--- config.mk ---
export PLATFORM = sky130hd
export DESIGN_NAME = lvm_isqrt
export DESIGN_NICKNAME = d
export VERILOG_FILES = /design/src/lvm_pkg.sv /design/src/lvm_isqrt.sv
export SDC_FILE = /design/constraint.sdc
export NUM_CORES = 2
export LEC_CHECK = 0
export BUFFER_PORTS_ARGS = -buffer_cell sky130_fd_sc_hd__buf_2
export CORE_UTILIZATION = 35
export DETAILED_ROUTE_END_ITERATION = 16
export REMOVE_ABC_BUFFERS = 1
export SLEW_MARGIN = 20
export SYNTH_ARGS = -nofsm -noshare
export SYNTH_HDL_FRONTEND = slang
export SYNTH_SLANG_ARGS = --single-unit
--- constraint.sdc ---
create_clock -name clk_i -period 10.4 [get_ports clk_i]
set_clock_uncertainty 0.2 [all_clocks]
set_input_delay 1.56 -clock clk_i [delete_from_list [all_inputs] [get_ports clk_i]]
set_output_delay 1.56 -clock clk_i [all_outputs]
set_load 0.01 [all_outputs]
--- src/lvm_pkg.sv ---
// Types, widths and helper functions for the look-at view matrix unit.
`timescale 1ns / 1ps
package lvm_pkg;

  // Fixed-point format of all vectors.
  localparam int FRAC_BITS = 16;
  localparam int unsigned ONE = 1 << FRAC_BITS;
  localparam int unsigned HALF = 1 << (FRAC_BITS - 1);

  // Tolerance register.
  localparam int TOL_W = 16;
  localparam logic [TOL_W-1:0] TOL_RESET = 16'd7;

  // Square root pipeline: 64-bit radicand, one result bit per stage.
  localparam int SQRT_W = 64;
  localparam int SQRT_STAGES = SQRT_W / 2;

  // Divider for normalizing: quotient never exceeds ONE.
  localparam int QW = FRAC_BITS + 1;
  localparam int NUM_W = 32 + FRAC_BITS + 1;

  // Unit vector component, signed.
  localparam int SW = QW + 1;
  // Cross product term and rounded up-vector component.
  localparam int PW = 2 * SW;
  localparam int UW = PW + 1 - FRAC_BITS;
  // Dot product accumulator.
  localparam int DOT_W = 66;

  // Cycles from an accepted start to the result strobe.
  localparam int LATENCY = 2 * SQRT_STAGES + 2 * QW + 14;

  typedef struct packed {
    logic signed [31:0] pos_x;
    logic signed [31:0] pos_y;
    logic signed [31:0] pos_z;
    logic signed [31:0] dir_x;
    logic signed [31:0] dir_y;
    logic signed [31:0] dir_z;
  } lvm_in_t;

  typedef struct packed {
    logic signed [31:0] row0_col0;
    logic signed [31:0] row0_col1;
    logic signed [31:0] row0_col2;
    logic signed [31:0] row0_shift;
    logic signed [31:0] row1_col0;
    logic signed [31:0] row1_col1;
    logic signed [31:0] row1_col2;
    logic signed [31:0] row1_shift;
    logic signed [31:0] row2_col0;
    logic signed [31:0] row2_col1;
    logic signed [31:0] row2_col2;
    logic signed [31:0] row2_shift;
  } lvm_out_t;

  // Magnitude of a 32-bit two's complement value; the most negative maps to 2^31.
  function automatic logic [31:0] mag32(input logic signed [31:0] v);
    return v[31] ? 32'(-v) : 32'(v);
  endfunction

  // Clamp a wide signed value to 32 bits.
  function automatic logic [31:0] sat32(input logic signed [DOT_W-1:0] v);
    logic signed [DOT_W-1:0] hi;
    logic signed [DOT_W-1:0] lo;
    hi = {{(DOT_W-31){1'b0}}, {31{1'b1}}};
    lo = {{(DOT_W-31){1'b1}}, {31{1'b0}}};
    if (v > hi) begin
      return 32'h7fff_ffff;
    end else if (v < lo) begin
      return 32'h8000_0000;
    end
    return v[31:0];
  endfunction

endpackage

--- src/lvm_isqrt.sv ---
// Pipelined integer square root, one result bit per register stage.
`timescale 1ns / 1ps
module lvm_isqrt import lvm_pkg::*; (
  input  logic                  clk_i,
  input  logic [SQRT_W-1:0]     n_i,
  output logic [SQRT_W/2-1:0]   r_o
);

  logic [SQRT_W-1:0] n_q   [SQRT_STAGES];
  logic [SQRT_W-1:0] r_q   [SQRT_STAGES];
  logic [SQRT_W-1:0] n_in  [SQRT_STAGES];
  logic [SQRT_W-1:0] r_in  [SQRT_STAGES];
  logic [SQRT_W-1:0] bitv  [SQRT_STAGES];

  // Chain each stage to the previous one; the trial bit walks down two places a stage.
  always_comb begin
    n_in[0] = n_i;
    r_in[0] = '0;
    for (int i = 1; i < SQRT_STAGES; i++) begin
      n_in[i] = n_q[i-1];
      r_in[i] = r_q[i-1];
    end
    for (int i = 0; i < SQRT_STAGES; i++) begin
      bitv[i] = SQRT_W'(1) << (SQRT_W - 2 - 2 * i);
    end
  end

  // Try the bit, keep it when the remainder allows.
  always_ff @(posedge clk_i) begin
    for (int i = 0; i < SQRT_STAGES; i++) begin
      if (n_in[i] >= r_in[i] + bitv[i]) begin
        n_q[i] <= n_in[i] - (r_in[i] + bitv[i]);
        r_q[i] <= (r_in[i] >> 1) + bitv[i];
      end else begin
        n_q[i] <= n_in[i];
        r_q[i] <= r_in[i] >> 1;
      end
    end
  end

  assign r_o = r_q[SQRT_STAGES-1][SQRT_W/2-1:0];

endmodule

Word level (Yosys, flattened, before mapping). Memory sizes are Yosys's and may differ from the RTL's. Cells that the tools add are included.

Register bits: 0. Memory bits (writable): 4096. Input port bits: 65. Output and inout port bits: 32. Logic and storage cells: 352. Memories kept: 2.

Memories: n_q (depth 32, bits a word 64, rd ports 31, clocked after memory_dff 0, wr ports 32, RTL line lvm_isqrt.sv:9) `logic [SQRT_W-1:0] n_q [SQRT_STAGES];`; r_q (depth 32, bits a word 64, rd ports 32, clocked after memory_dff 0, wr ports 32, RTL line lvm_isqrt.sv:10) `logic [SQRT_W-1:0] r_q [SQRT_STAGES];`.

Add/sub/neg operators: 94. $lt $le $gt $ge: 32. Mux-type cells: 160. Bitwise gates (word level): 64.

Operators by type and width (count): $mux W64 (64); $ge A64 B64 Y1 (31); $sub A64 B64 Y64 (31); $mux W1 (96); $add A63 B1 Y64 const B (1); $add A63 B11 Y64 const B (1); $add A63 B13 Y64 const B (1); $add A63 B15 Y64 const B (1); $add A63 B17 Y64 const B (1); $add A63 B19 Y64 const B (1); $add A63 B21 Y64 const B (1); $add A63 B23 Y64 const B (1); $add A63 B25 Y64 const B (1); $add A63 B27 Y64 const B (1); $add A63 B29 Y64 const B (1); $add A63 B3 Y64 const B (1); $add A63 B31 Y64 const B (1); $add A63 B33 Y64 const B (1); $add A63 B35 Y64 const B (1); $add A63 B37 Y64 const B (1); $add A63 B39 Y64 const B (1); $add A63 B41 Y64 const B (1); $add A63 B43 Y64 const B (1); $add A63 B45 Y64 const B (1); other kinds (45) (108).

Depth between registers and ports, before layout. An unclocked memory read counts as a cell.

Depth in word-level cells: 6. Mapped depth: 15. Mapped depth without buffers: 13.

Worst setup path after synthesis. OpenSTA, ideal clock, no wires.

Kind: register to register. Start: memory r_q[27][8] (netlist: r_q[1][712]). End: memory n_q[28][46] (netlist: n_q[1][814]). Setup time: 118 ps. Data arrival time: 3239 ps. Required time: 10082 ps. Slack: 6843 ps. Cell stages (with the launch flop): 14. Path buffers: 1. Period minus slack after synthesis: 3557 ps. Cell sequence: dfxtp_1 inv_1 ha_1 nor2b_1 o311a_1 o21ai_2 o221ai_1 a221oi_2 nor3b_1 a2111o_1 or3_1 buf_2 or3_1 xnor2_1.

RTL lines (RTL line): from (decl) (lvm_isqrt.sv:10); to (decl) (lvm_isqrt.sv:9).

==> results_dict.tcl <==
set metrics [dict create \
    utilization 0.402 \
    power.density_nw_per_um2 282 \
    drtIter0Drc 3852 \
    numCtsBuffers 249 \
    synthDistinctLibCells 98 \
    ys.flop_type "dfxtp_1" \
    dp_hpwl_um 205000 \
    cts.sinks 2512 \
    fin_crit_sh 0.500 \
    via_count 67700 \
    swShare 0.325 \
    ant_nets 0 \
    synth_fa_ha_area_frac 0.0735 \
    netlist_instances 9535 \
    dieHeight_um 523 \
    grt_usage 0.185 \
    final_common_cell "dfxtp_1" \
    clockBufferDepth 4 \
    synth_seq_cells 2512 \
    grt_pass1_vias 69000 \
    cts_setup_buffers 0 \
    fmax_mhz 192 \
    core_area_um2 269000 \
    postPlaceCellArea_um2 99400 \
    overflow 0 \
    post_synth_xor_area_fraction 0.0809 \
    ys_seq_area_frac 0.530 \
    p_seq_frac 0.452 \
    clk_pin_slew_ps 70 \
    synth_area_um2 95000 \
    finalWirelength_um 258000 \
    hold_viol 0 \
    switchingPower_mw 9.91 \
    power_frac_comb 0.238 \
    leakagePower_nw 48.8 \
    fin_nets 10300 \
    status "finished, final reports clean" \
    endpoint_kind "flip-flop" \
    synth_warnings 0 \
    cp.arrival_ps 5730 \
    cp_max_fo 43 \
    final-setup-viol-count 0 \
    vdd_drop_max_mv 0.186 \
    crit_type "reg2reg" \
    power.share.clock 0.310 \
    post_cts_resized 0 \
    gp_congestion 0.934 \
    slew_headroom 0.259 \
    routed_via_density 5.02 \
    htreeDepth 4 \
    final.setup.tns_ps 0 \
    drc 0 \
    muxShareOfSynthArea 0.00912 \
    start_kind "flip-flop" \
    start_util 0.353 \
    area_growth_pct 13.9 \
    avgRoutedWirePerCell_um 19.1 \
    grt_max_degree 65 \
    syn_area_per_cell_um2 9.96 \
    p_int_mw 20.6 \
    cap_violations 0 \
    clock_tree.root_cell "clkbuf_16" \
    mostFrequentLayoutCells "2512 x dfxtp_1, 692 x inv_1, 638 x nand2_1" \
    rows 190 \
    die_area_um2 273000 \
    worstMarginPinSlew_ps 1100 \
    ios 97 \
    clkLatencyLatePin_ps 940 \
    drv_slew 0 \
    hold_class "reg2reg" \
    drive_gt1_frac 0.0703 \
    worstPathRequired_ps 10920 \
    antenna_found_initial 7 \
    cts_hold_buffers 0 \
    dr.pass1.iters 5 \
    synthArstFlopShare 0 \
    finalInstanceArea_um2 108000 \
    cts_tree "done" \
    synth_compound_gate_area_share 0.120 \
    die_width_um 523 \
    rsz0062_at_grt "false" \
    synth_top_family_by_area "simple AND/OR/NAND/NOR gates" \
    period_needed_ps 5200 \
    port_buffers 96 \
    synth-edff-count 0 \
    grt_pass1_wl_um 396000 \
    synth-simple-area-share 0.151 \
]
[synthesized netlist by cell type, types with 29 or more instances]
cell type,instances,share of area
a211oi_1,33,0.0026
a21o_1,260,0.021
a21oi_1,597,0.031
a31oi_1,48,0.0032
and3_1,43,0.0028
clkbuf_1,170,0.0067
dfxtp_1,2512,0.53
ha_1,558,0.074
inv_1,692,0.027
mux2_2,60,0.0071
nand2_1,639,0.025
nand2b_1,113,0.0074
nand3_1,142,0.0075
nand3b_1,29,0.0023
nand4_1,169,0.011
nor2_1,606,0.024
nor2b_1,78,0.0051
nor3_1,254,0.013
nor4_1,336,0.022
nor4b_1,53,0.0049
o21a_1,105,0.0083
o21ai_0,456,0.024
o21bai_1,47,0.0037
o31ai_1,47,0.0037
or2_2,33,0.0022
or3_1,91,0.0060
or4_1,64,0.0051
xnor2_1,439,0.040
xor2_1,438,0.040
[sequential cells by signal, summed over array words and instances, names as in the netlist]
register,cells
n_q,1984
r_q,528
[final cells by class]
class / count / area (µm²)
clock buffer: 330 / 7010
multi-input combinational: 6130 / 41400
timing repair buffer: 124 / 698
clock inverter: 122 / 1730
fill: 25900 / 161000
antenna: 6 / 15.0
tap: 3552 / 4440
inverter: 694 / 2610
sequential: 2512 / 50300
[critical path, cell delays in order (launching register included)]
cell	delay, ps
dfxtp_1	430
inv_1	70
ha_1	500
nand4b_1	140
nor4_1	470
nand3_1	320
nor4_1	780
or3_1	200
a31o_2	710
nor2b_1	380
nand3_1	250
or3_1	420
xnor2_1	130
[final timing paths]
path / startpoint / end / slack, ps / depth (start not counted)
max reg2reg: r_q[1][351] / n_q[1][437] / 5200 / 12
min: n_q[0][796] / n_q[0][860] / 50 / 0
min reg2reg: n_q[0][796] / n_q[0][860] / 50 / 0
max: r_q[1][351] / n_q[1][437] / 5200 / 12
[routing by layer]
metal / up-vias / global-route usage / part of all wire
met1: 32300 / 0.207 / 0.41
li1: 33600 / - / -
met4: 0 / 0.0707 / 0.037
met2: 1380 / 0.353 / 0.52
met5: - / 0 / 0
met3: 469 / 0.0221 / 0.035
[logic make-up (layout without fill, tap and decap cells)]
logic type,count (synthesis),in the layout
AND/OR/NAND/NOR,2777,2777
other,0,6
buffers and inverters,893,1270
flip-flops,2512,2512
AO/OA/AOI/OAI,1840,1840
adder cells (fa/ha/maj),558,558
XOR/XNOR,877,877
multiplexers,78,78
[power by group through the flow]
stage          Clock (mW)  Sequential, mW  Combinational [mW]
2_1_floorplan           0            13.1                5.49
3_3_place_gp            0            14.0                7.11
3_5_place_dp            0            14.0                7.23
4_1_cts              9.65            13.8                7.28
5_1_grt              10.1            14.0                8.08
6_report             9.46            13.8                7.26
[through the flow]
step	std cells	hold slack, ps	setup slack [ps]	total power [mW]
global placement	13000	134	5380	21.1
finish	13500	54.5	5200	30.5
floorplan	9336	122	5290	18.6
global route	13500	51.6	5040	32.1
CTS	13500	42.6	5230	30.7
detailed placement	13000	134	5340	21.2
Note: power is estimated with default switching activity, not from simulation.
