--- config.mk ---
export PLATFORM = sky130hd
export DESIGN_NAME = lvm_div
export DESIGN_NICKNAME = d
export VERILOG_FILES = /design/src/lvm_pkg.sv /design/src/lvm_div.sv
export SDC_FILE = /design/constraint.sdc
export NUM_CORES = 2
export LEC_CHECK = 0
export ABC_AREA = 1
export BUFFER_PORTS_ARGS = -buffer_cell sky130_fd_sc_hd__buf_2
export CORE_MARGIN = 5
export CORE_UTILIZATION = 35
export CTS_BUF_LIST = sky130_fd_sc_hd__clkbuf_8
export DETAILED_ROUTE_END_ITERATION = 8
export PLACE_DENSITY = 0.59
export RECOVER_POWER = 25
export SYNTH_ARGS = -nofsm -noshare
export SYNTH_HDL_FRONTEND = slang
export SYNTH_SLANG_ARGS = --single-unit
--- constraint.sdc ---
create_clock -name clk_i -period 2.55 [get_ports clk_i]
set_input_delay 0.6375 -clock clk_i [delete_from_list [all_inputs] [get_ports clk_i]]
set_output_delay 0.6375 -clock clk_i [all_outputs]
set_load 0.02 [all_outputs]
--- src/lvm_pkg.sv ---
// Types, widths and helper functions for the look-at view matrix unit.
`timescale 1ns / 1ps
package lvm_pkg;

  // Fixed-point format of all vectors.
  localparam int FRAC_BITS = 16;
  localparam int unsigned ONE = 1 << FRAC_BITS;
  localparam int unsigned HALF = 1 << (FRAC_BITS - 1);

  // Tolerance register.
  localparam int TOL_W = 16;
  localparam logic [TOL_W-1:0] TOL_RESET = 16'd7;

  // Square root pipeline: 64-bit radicand, one result bit per stage.
  localparam int SQRT_W = 64;
  localparam int SQRT_STAGES = SQRT_W / 2;

  // Divider for normalizing: quotient never exceeds ONE.
  localparam int QW = FRAC_BITS + 1;
  localparam int NUM_W = 32 + FRAC_BITS + 1;

  // Unit vector component, signed.
  localparam int SW = QW + 1;
  // Cross product term and rounded up-vector component.
  localparam int PW = 2 * SW;
  localparam int UW = PW + 1 - FRAC_BITS;
  // Dot product accumulator.
  localparam int DOT_W = 66;

  // Cycles from an accepted start to the result strobe.
  localparam int LATENCY = 2 * SQRT_STAGES + 2 * QW + 14;

  typedef struct packed {
    logic signed [31:0] pos_x;
    logic signed [31:0] pos_y;
    logic signed [31:0] pos_z;
    logic signed [31:0] dir_x;
    logic signed [31:0] dir_y;
    logic signed [31:0] dir_z;
  } lvm_in_t;

  typedef struct packed {
    logic signed [31:0] row0_col0;
    logic signed [31:0] row0_col1;
    logic signed [31:0] row0_col2;
    logic signed [31:0] row0_shift;
    logic signed [31:0] row1_col0;
    logic signed [31:0] row1_col1;
    logic signed [31:0] row1_col2;
    logic signed [31:0] row1_shift;
    logic signed [31:0] row2_col0;
    logic signed [31:0] row2_col1;
    logic signed [31:0] row2_col2;
    logic signed [31:0] row2_shift;
  } lvm_out_t;

  // Magnitude of a 32-bit two's complement value; the most negative maps to 2^31.
  function automatic logic [31:0] mag32(input logic signed [31:0] v);
    return v[31] ? 32'(-v) : 32'(v);
  endfunction

  // Clamp a wide signed value to 32 bits.
  function automatic logic [31:0] sat32(input logic signed [DOT_W-1:0] v);
    logic signed [DOT_W-1:0] hi;
    logic signed [DOT_W-1:0] lo;
    hi = {{(DOT_W-31){1'b0}}, {31{1'b1}}};
    lo = {{(DOT_W-31){1'b1}}, {31{1'b0}}};
    if (v > hi) begin
      return 32'h7fff_ffff;
    end else if (v < lo) begin
      return 32'h8000_0000;
    end
    return v[31:0];
  endfunction

endpackage

--- src/lvm_div.sv ---
// Pipelined restoring divider, one quotient bit per register stage.
`timescale 1ns / 1ps
module lvm_div import lvm_pkg::*; (
  input  logic             clk_i,
  input  logic [NUM_W-1:0] num_i,
  input  logic [31:0]      den_i,
  output logic [QW-1:0]    quo_o
);

  localparam int CW = NUM_W + QW;

  logic [NUM_W-1:0] rem_q  [QW];
  logic [31:0]      den_q  [QW];
  logic [QW-1:0]    quo_q  [QW];
  logic [NUM_W-1:0] rem_in [QW];
  logic [31:0]      den_in [QW];
  logic [QW-1:0]    quo_in [QW];
  logic [CW-1:0]    trial  [QW];

  // Chain stages; stage i decides quotient bit QW-1-i.
  always_comb begin
    rem_in[0] = num_i;
    den_in[0] = den_i;
    quo_in[0] = '0;
    for (int i = 1; i < QW; i++) begin
      rem_in[i] = rem_q[i-1];
      den_in[i] = den_q[i-1];
      quo_in[i] = quo_q[i-1];
    end
    for (int i = 0; i < QW; i++) begin
      trial[i] = CW'(den_in[i]) << (QW - 1 - i);
    end
  end

  // Subtract the shifted divisor when it fits.
  always_ff @(posedge clk_i) begin
    for (int i = 0; i < QW; i++) begin
      den_q[i] <= den_in[i];
      if (CW'(rem_in[i]) >= trial[i]) begin
        rem_q[i] <= rem_in[i] - trial[i][NUM_W-1:0];
        quo_q[i] <= quo_in[i] | (QW'(1) << (QW - 1 - i));
      end else begin
        rem_q[i] <= rem_in[i];
        quo_q[i] <= quo_in[i];
      end
    end
  end

  assign quo_o = quo_q[QW-1];

endmodule

## Word level (Yosys, flattened, before mapping)

Memory sizes are Yosys's and may differ from the RTL's.
Cells that the tools add are included.

- Register bits: 0
- Memory bits (writable): 1,666
- Output and inout bits: 17
- Word-level logic and storage cells: 156
- Memories: 3

Memories:

| memory | depth | width | rd ports | clocked after Yosys merged registers in | wr ports | line | source |
|---|---|---|---|---|---|---|---|
| rem_q | 17 | 49 | 16 | 0 | 17 | lvm_div.sv:12 | `logic [NUM_W-1:0] rem_q [QW];` |
| den_q | 17 | 32 | 16 | 0 | 17 | lvm_div.sv:13 | `logic [31:0] den_q [QW];` |
| quo_q | 17 | 17 | 17 | 0 | 17 | lvm_div.sv:14 | `logic [QW-1:0] quo_q [QW];` |

- Add/sub/neg operators: 17
- $lt $le $gt $ge: 17
- Multiplexer cells: 85
- Bitwise gates (word level): 34

Operator list:

| operator | count |
|---|---|
| 49-bit 2-to-1 mux | 17 |
| 17-bit 2-to-1 mux | 17 |
| 1-bit 2-to-1 mux | 51 |
| 49-bit by 32-bit greater-or-equal comparator with 1-bit output | 1 |
| 49-bit by 33-bit greater-or-equal comparator with 1-bit output | 1 |
| 49-bit by 34-bit greater-or-equal comparator with 1-bit output | 1 |
| 49-bit by 35-bit greater-or-equal comparator with 1-bit output | 1 |
| 49-bit by 36-bit greater-or-equal comparator with 1-bit output | 1 |
| 49-bit by 37-bit greater-or-equal comparator with 1-bit output | 1 |
| 49-bit by 38-bit greater-or-equal comparator with 1-bit output | 1 |
| 49-bit by 39-bit greater-or-equal comparator with 1-bit output | 1 |
| 49-bit by 40-bit greater-or-equal comparator with 1-bit output | 1 |
| 49-bit by 41-bit greater-or-equal comparator with 1-bit output | 1 |
| 49-bit by 42-bit greater-or-equal comparator with 1-bit output | 1 |
| 49-bit by 43-bit greater-or-equal comparator with 1-bit output | 1 |
| 49-bit by 44-bit greater-or-equal comparator with 1-bit output | 1 |
| 49-bit by 45-bit greater-or-equal comparator with 1-bit output | 1 |
| 49-bit by 46-bit greater-or-equal comparator with 1-bit output | 1 |
| 49-bit by 47-bit greater-or-equal comparator with 1-bit output | 1 |
| 49-bit by 48-bit greater-or-equal comparator with 1-bit output | 1 |
| 49-bit by 32-bit subtractor with 49-bit output | 1 |
| 49-bit by 33-bit subtractor with 49-bit output | 1 |
| 49-bit by 34-bit subtractor with 49-bit output | 1 |
| 49-bit by 35-bit subtractor with 49-bit output | 1 |
| 14 further kinds | 47 |

## Longest topological paths before layout

An unclocked memory read counts as a cell.

- Word-level depth: 5
- Gate-level depth with buffers: 18
- Depth with buffers taken out: 16

## Worst setup path after synthesis

No wires, ideal clock.

- Kind: input-to-reg
- Start point: input num_i[16]
- End point: memory rem_q[0][48] (netlist name)
- Library setup time: 0.109 ns
- Arrival: 2.104 ns
- Setup slack: 0.337 ns
- Stages: 15
- Path through: inv_1 ha_1 fa_1 inv_1 nand3_1 nand3_1 nand2_1 nand2_1 nand2_1 nand2_1 nand2_1 nand3_1 nand2_1 nand2_1 inv_1

RTL lines:

| element | line | source |
|---|---|---|
| start: declaration | lvm_div.sv:5 | `input logic [NUM_W-1:0] num_i,` |
| end: declaration | lvm_div.sv:12 |  |

==> flow_summary_export.csv <==
group,metric,value,unit
clock_tree,cts_root_buffer,"clkbuf_8",
setup_path,timing.rr.start,"den_q[0][412]$_DFF_P_",
route,viasPerCell,4.612,
pwr,power.leakage,60.98,nW
logic_synthesis,syn_nets,15198,
logic_synthesis,synthCells,14556,
logic_synthesis,synth_area,0.08897,sq mm
logic_synthesis,yosys_warnings,0,
setup_path,crit_path_end_kind,"flop",
logic_synthesis,synth-main-ff-cell,"dfxtp_1",
timing,max_freq,0.4050,GHz
layout,fill_cells,27520,
route,route.detailed.drc,0,
layout,fin_nets,16428,
floorplanning,fp.dieArea,0.2644,sq mm
clock_tree,clk_pin_slew,0.06,ns
floorplanning,die-height,514.2,um
logic_synthesis,synthArstFlopShare,0,%
clock_tree,cts_tree,"built",
route,firstDrtPassIters,9,
layout,area.growth.synth_to_final,21.22,%
global_routing,grt_max_degree,38,
global_routing,antenna_found_initial,14,
timing,slew_viol_final,0,
timing,finalClockSkew,0.1154,ns
timing,timing.final.crit_share,96.83,%
pwr,p_seq_share,27.0,%
timing,worst_slew_pin_slew,0.7068,ns
setup_path,required,3.31,ns
timing,hold_violations,0,
setup_path,path_class,"reg -> reg",
status,run_status,"completed",
pwr,finalPower,135.6,mW
global_routing,grt_pass1_vias,85449,
worst_hold_path,hold-path-cell-count,4,
clock_tree,h-tree-depth,5,
route,wl_per_cell,17.63,um
setup_path,cp-start-kind,"flop",
setup_path,crit_top_cell,"nand2_1",
layout,utilization,42.55,%
timing,slew_headroom,52.45,%
worst_hold_path,hp-class,"in -> reg",
global_routing,grt_overflow,0,
pwr,switching_share,48.04,%
timing,rsz0062_at_grt,"yes",
timing,setup_violations,0,
pwr,power.share.clock,17.9,%
logic_synthesis,synth_seq_cells,1449,
clock_tree,cts_sinks,1449,
logic_synthesis,ys_types,47,
setup_path,cp_slowest_cell,"dfxtp_2",
setup_path,cp_num_buf_inv,6,
pwr,power.density,1257,mW/mm^2
route,postRouteWirelength,341300,um
floorplanning,boundaryPins,99,
pwr,vdd_drop_max,0.0005503,V
setup_path,crit_arrival,3.23,ns
global_routing,grt_pass1_wl,505800,um
worst_hold_path,hp-start,"num_i[34]",
logic_synthesis,synth-edff-count,0,
place,finalWeightedCongestion,0.9824,
worst_hold_path,hold_path_end,"rem_q[0][34]$_DFF_P_",
setup_path,critPathMaxFanout,4,
clock_tree,clk_latency,0.98,ns
floorplanning,core.rowCount,185,
setup_path,reg2reg_depth,16,
pwr,p_switching,65.15,mW
layout,layout-drive-gt1-share,11.87,%
timing,period_minus_slack,2.469,ns
pwr,p_comb_share,55.0,%
setup_path,reg2reg_slack,0.08,ns
floorplanning,initial_core_util,35.10,%
setup_path,critPathMaxStageDelay,0.36,ns
place,dpl.hpwl,289700,um
setup_path,r2r-end,"rem_q[13][31]$_DFF_P_",
clock_tree,cts_buffer_depth,4,
route,drt_first_iter_violations,6782,
setup_path,path_cells,"inv_1, ha_1, nand2_2, nor2_1, buf_4, a21oi_1, buf_4, nand2_1, buf_4, inv_1, nand2_1, nand2_1, nand2_4, buf_4, nand2_1, nand2_1",
timing,hold_ws,0.05868,ns
floorplanning,core,0.2535,sq mm
global_routing,grt_usage,24.90,%
route,ant_nets,0,
logic_synthesis,synth_area_per_cell,6.112,sq um
clock_tree,cts_buffers,266,
pwr,internal_power,70.46,mW
floorplanning,dieWidth,514.2,um
setup_path,crit_family,"buffers and inverters",
place,portBuffers,98,
logic_synthesis,seq_area_frac_synth,32.60,%
run,max_cap_viol_count,0,
route,vias,89301,
-- cell type report --
type	count	area, sq um	area share, %
antenna	16	40.04	0.03713
clock buffer	318	4377	4.058
clock inverter	143	1376	1.276
inverter	3002	11290	10.47
multi-input combinational	9986	48610	45.07
sequential	1449	29110	26.99
tap	3366	4212	3.905
timing repair buffer	1081	8838	8.195
-- worst max-delay path by stage --
| stage | cells after the start | slack (ns) | endpoint | startpoint |
|---|---|---|---|---|
| global route | 14 | -0.02 | rem_q[7][30]$_DFF_P_ | den_q[0][219]$_DFF_P_ |
| finish | 16 | 0.08 | rem_q[13][31]$_DFF_P_ | den_q[0][412]$_DFF_P_ |
| global placement | 14 | -0.20 | rem_q[2][41]$_DFF_P_ | den_q[0][41]$_DFF_P_ |
| CTS | 13 | 0.0008 | rem_q[10][9]$_DFF_P_ | den_q[0][299]$_DFF_P_ |
| detailed placement | 14 | -0.16 | rem_q[2][41]$_DFF_P_ | den_q[0][41]$_DFF_P_ |
| floorplan | 15 | 0.34 | rem_q[0][48]$_DFF_P_ | num_i[16] |
-- cells in the final DEF (no fill, tap or decap), types with 9 or more instances in the layout --
cell and instances:
o21bai_1 30, ha_2 17, a21oi_2 59, ha_1 502, ha_4 25, fa_1 13
dfxtp_1 1373, and3_1 9, nand2_2 67, clkbuf_8 318, nor2_4 35, nand4_1 174
and2_1 34, nand2_1 5994, nand3b_1 86, nor4_1 16, buf_4 839, xnor2_1 42
xor2_1 245, o21ai_0 89, diode_2 16, nand3_2 45, nand3_1 739, clkbuf_1 13
buf_2 86, clkinv_2 37, o21ai_1 36, nor2_1 1059, a21oi_1 392, nor3_1 120
nor2_2 97, inv_1 3006, dlygate4sd3_1 77, inv_2 47, buf_12 51, dfxtp_2 73
clkinvlp_4 11, bufinv_16 25
-- registers in the layout (all words and copies together) (netlist names) --
register	count
rem_q	784
den_q	512
quo_q	153
-- cell usage after synthesis, types with 10 or more instances --
cell | n | area share [%]
a21oi_1 | 410 | 2.3
a21oi_2 | 42 | 0.41
and2_1 | 34 | 0.24
buf_2 | 40 | 0.23
buf_4 | 10 | 0.084
buf_6 | 67 | 0.85
dfxtp_1 | 1449 | 33
fa_1 | 16 | 0.36
ha_1 | 544 | 7.7
inv_1 | 2950 | 12
inv_2 | 47 | 0.20
nand2_1 | 6038 | 25
nand2_2 | 25 | 0.18
nand3_1 | 755 | 4.2
nand3_2 | 29 | 0.33
nand3b_1 | 86 | 0.73
nand4_1 | 174 | 1.2
nor2_1 | 1126 | 4.8
nor2_2 | 55 | 0.39
nor2_4 | 10 | 0.13
nor3_1 | 124 | 0.70
nor4_1 | 16 | 0.11
o21ai_0 | 92 | 0.52
o21ai_1 | 35 | 0.20
o21bai_1 | 31 | 0.26
xnor2_1 | 42 | 0.41
xor2_1 | 245 | 2.4
-- routing by layer --
metal	vias to the layer above	GRT usage [%]	share of wire [%]	wire [um]
met5	-	0	0.078	267
met4	4	9.975	4.5	15360
met3	643	3.403	5.9	20250
met2	2660	43.47	47	161200
met1	39877	30.90	42	144300
li1	46117	-	-	-
-- power by group through the flow --
stage / logic (mW) / registers (mW) / clock network (mW)
final: 74.6 / 36.7 / 24.3
after global routing: 83.8 / 36.9 / 26.0
after CTS: 72.7 / 36.6 / 24.9
after detailed placement: 72.2 / 37.0 / 0
after global placement: 72.1 / 37.1 / 0
after floorplan: 47.9 / 32.5 / 0
-- cells by family after synthesis --
group | count (synthesis) | share of synthesized area [%]
compound gates | 628 | 3.845
xor+xnor | 287 | 2.825
simple gates | 8511 | 38.85
buf+inv | 3121 | 13.87
fa+ha+maj | 560 | 8.010
flops | 1449 | 32.60
-- metrics by stage --
| step | TNS [ns] | area, sq um | setup slack [ns] | std cells |
|---|---|---|---|---|
| floorplan | 0 | 88970 | 0.3371 | 14556 |
| global placement | -4.554 | 99850 | -0.2033 | 18783 |
| detailed placement | -2.949 | 99850 | -0.1568 | 18783 |
| CTS | 0 | 106500 | 0.0008200 | 19324 |
| global route | -0.2932 | 107800 | -0.02498 | 19358 |
| finish | 0 | 107800 | 0.08086 | 19361 |
-- worst min-delay path, delay by kind of cell --
kind	cells	cell delay, ns
buffers and inverters	2	0.23
and+or+nand+nor	2	0.12
-- what timing repair did --
| action | in CTS | in global routing |
|---|---|---|
| gates cloned | 0 | 7 |
| buffers inserted | 3 | 14 |
| pin swaps | 2 | 23 |
| endpoints found under the hold margin | 77 | 0 |
| resized for setup | 20 | 317 |
| setup endpoints to repair | 130 | 532 |
| hold buffers | 77 | 0 |
Power figures use the tool's default switching activity.
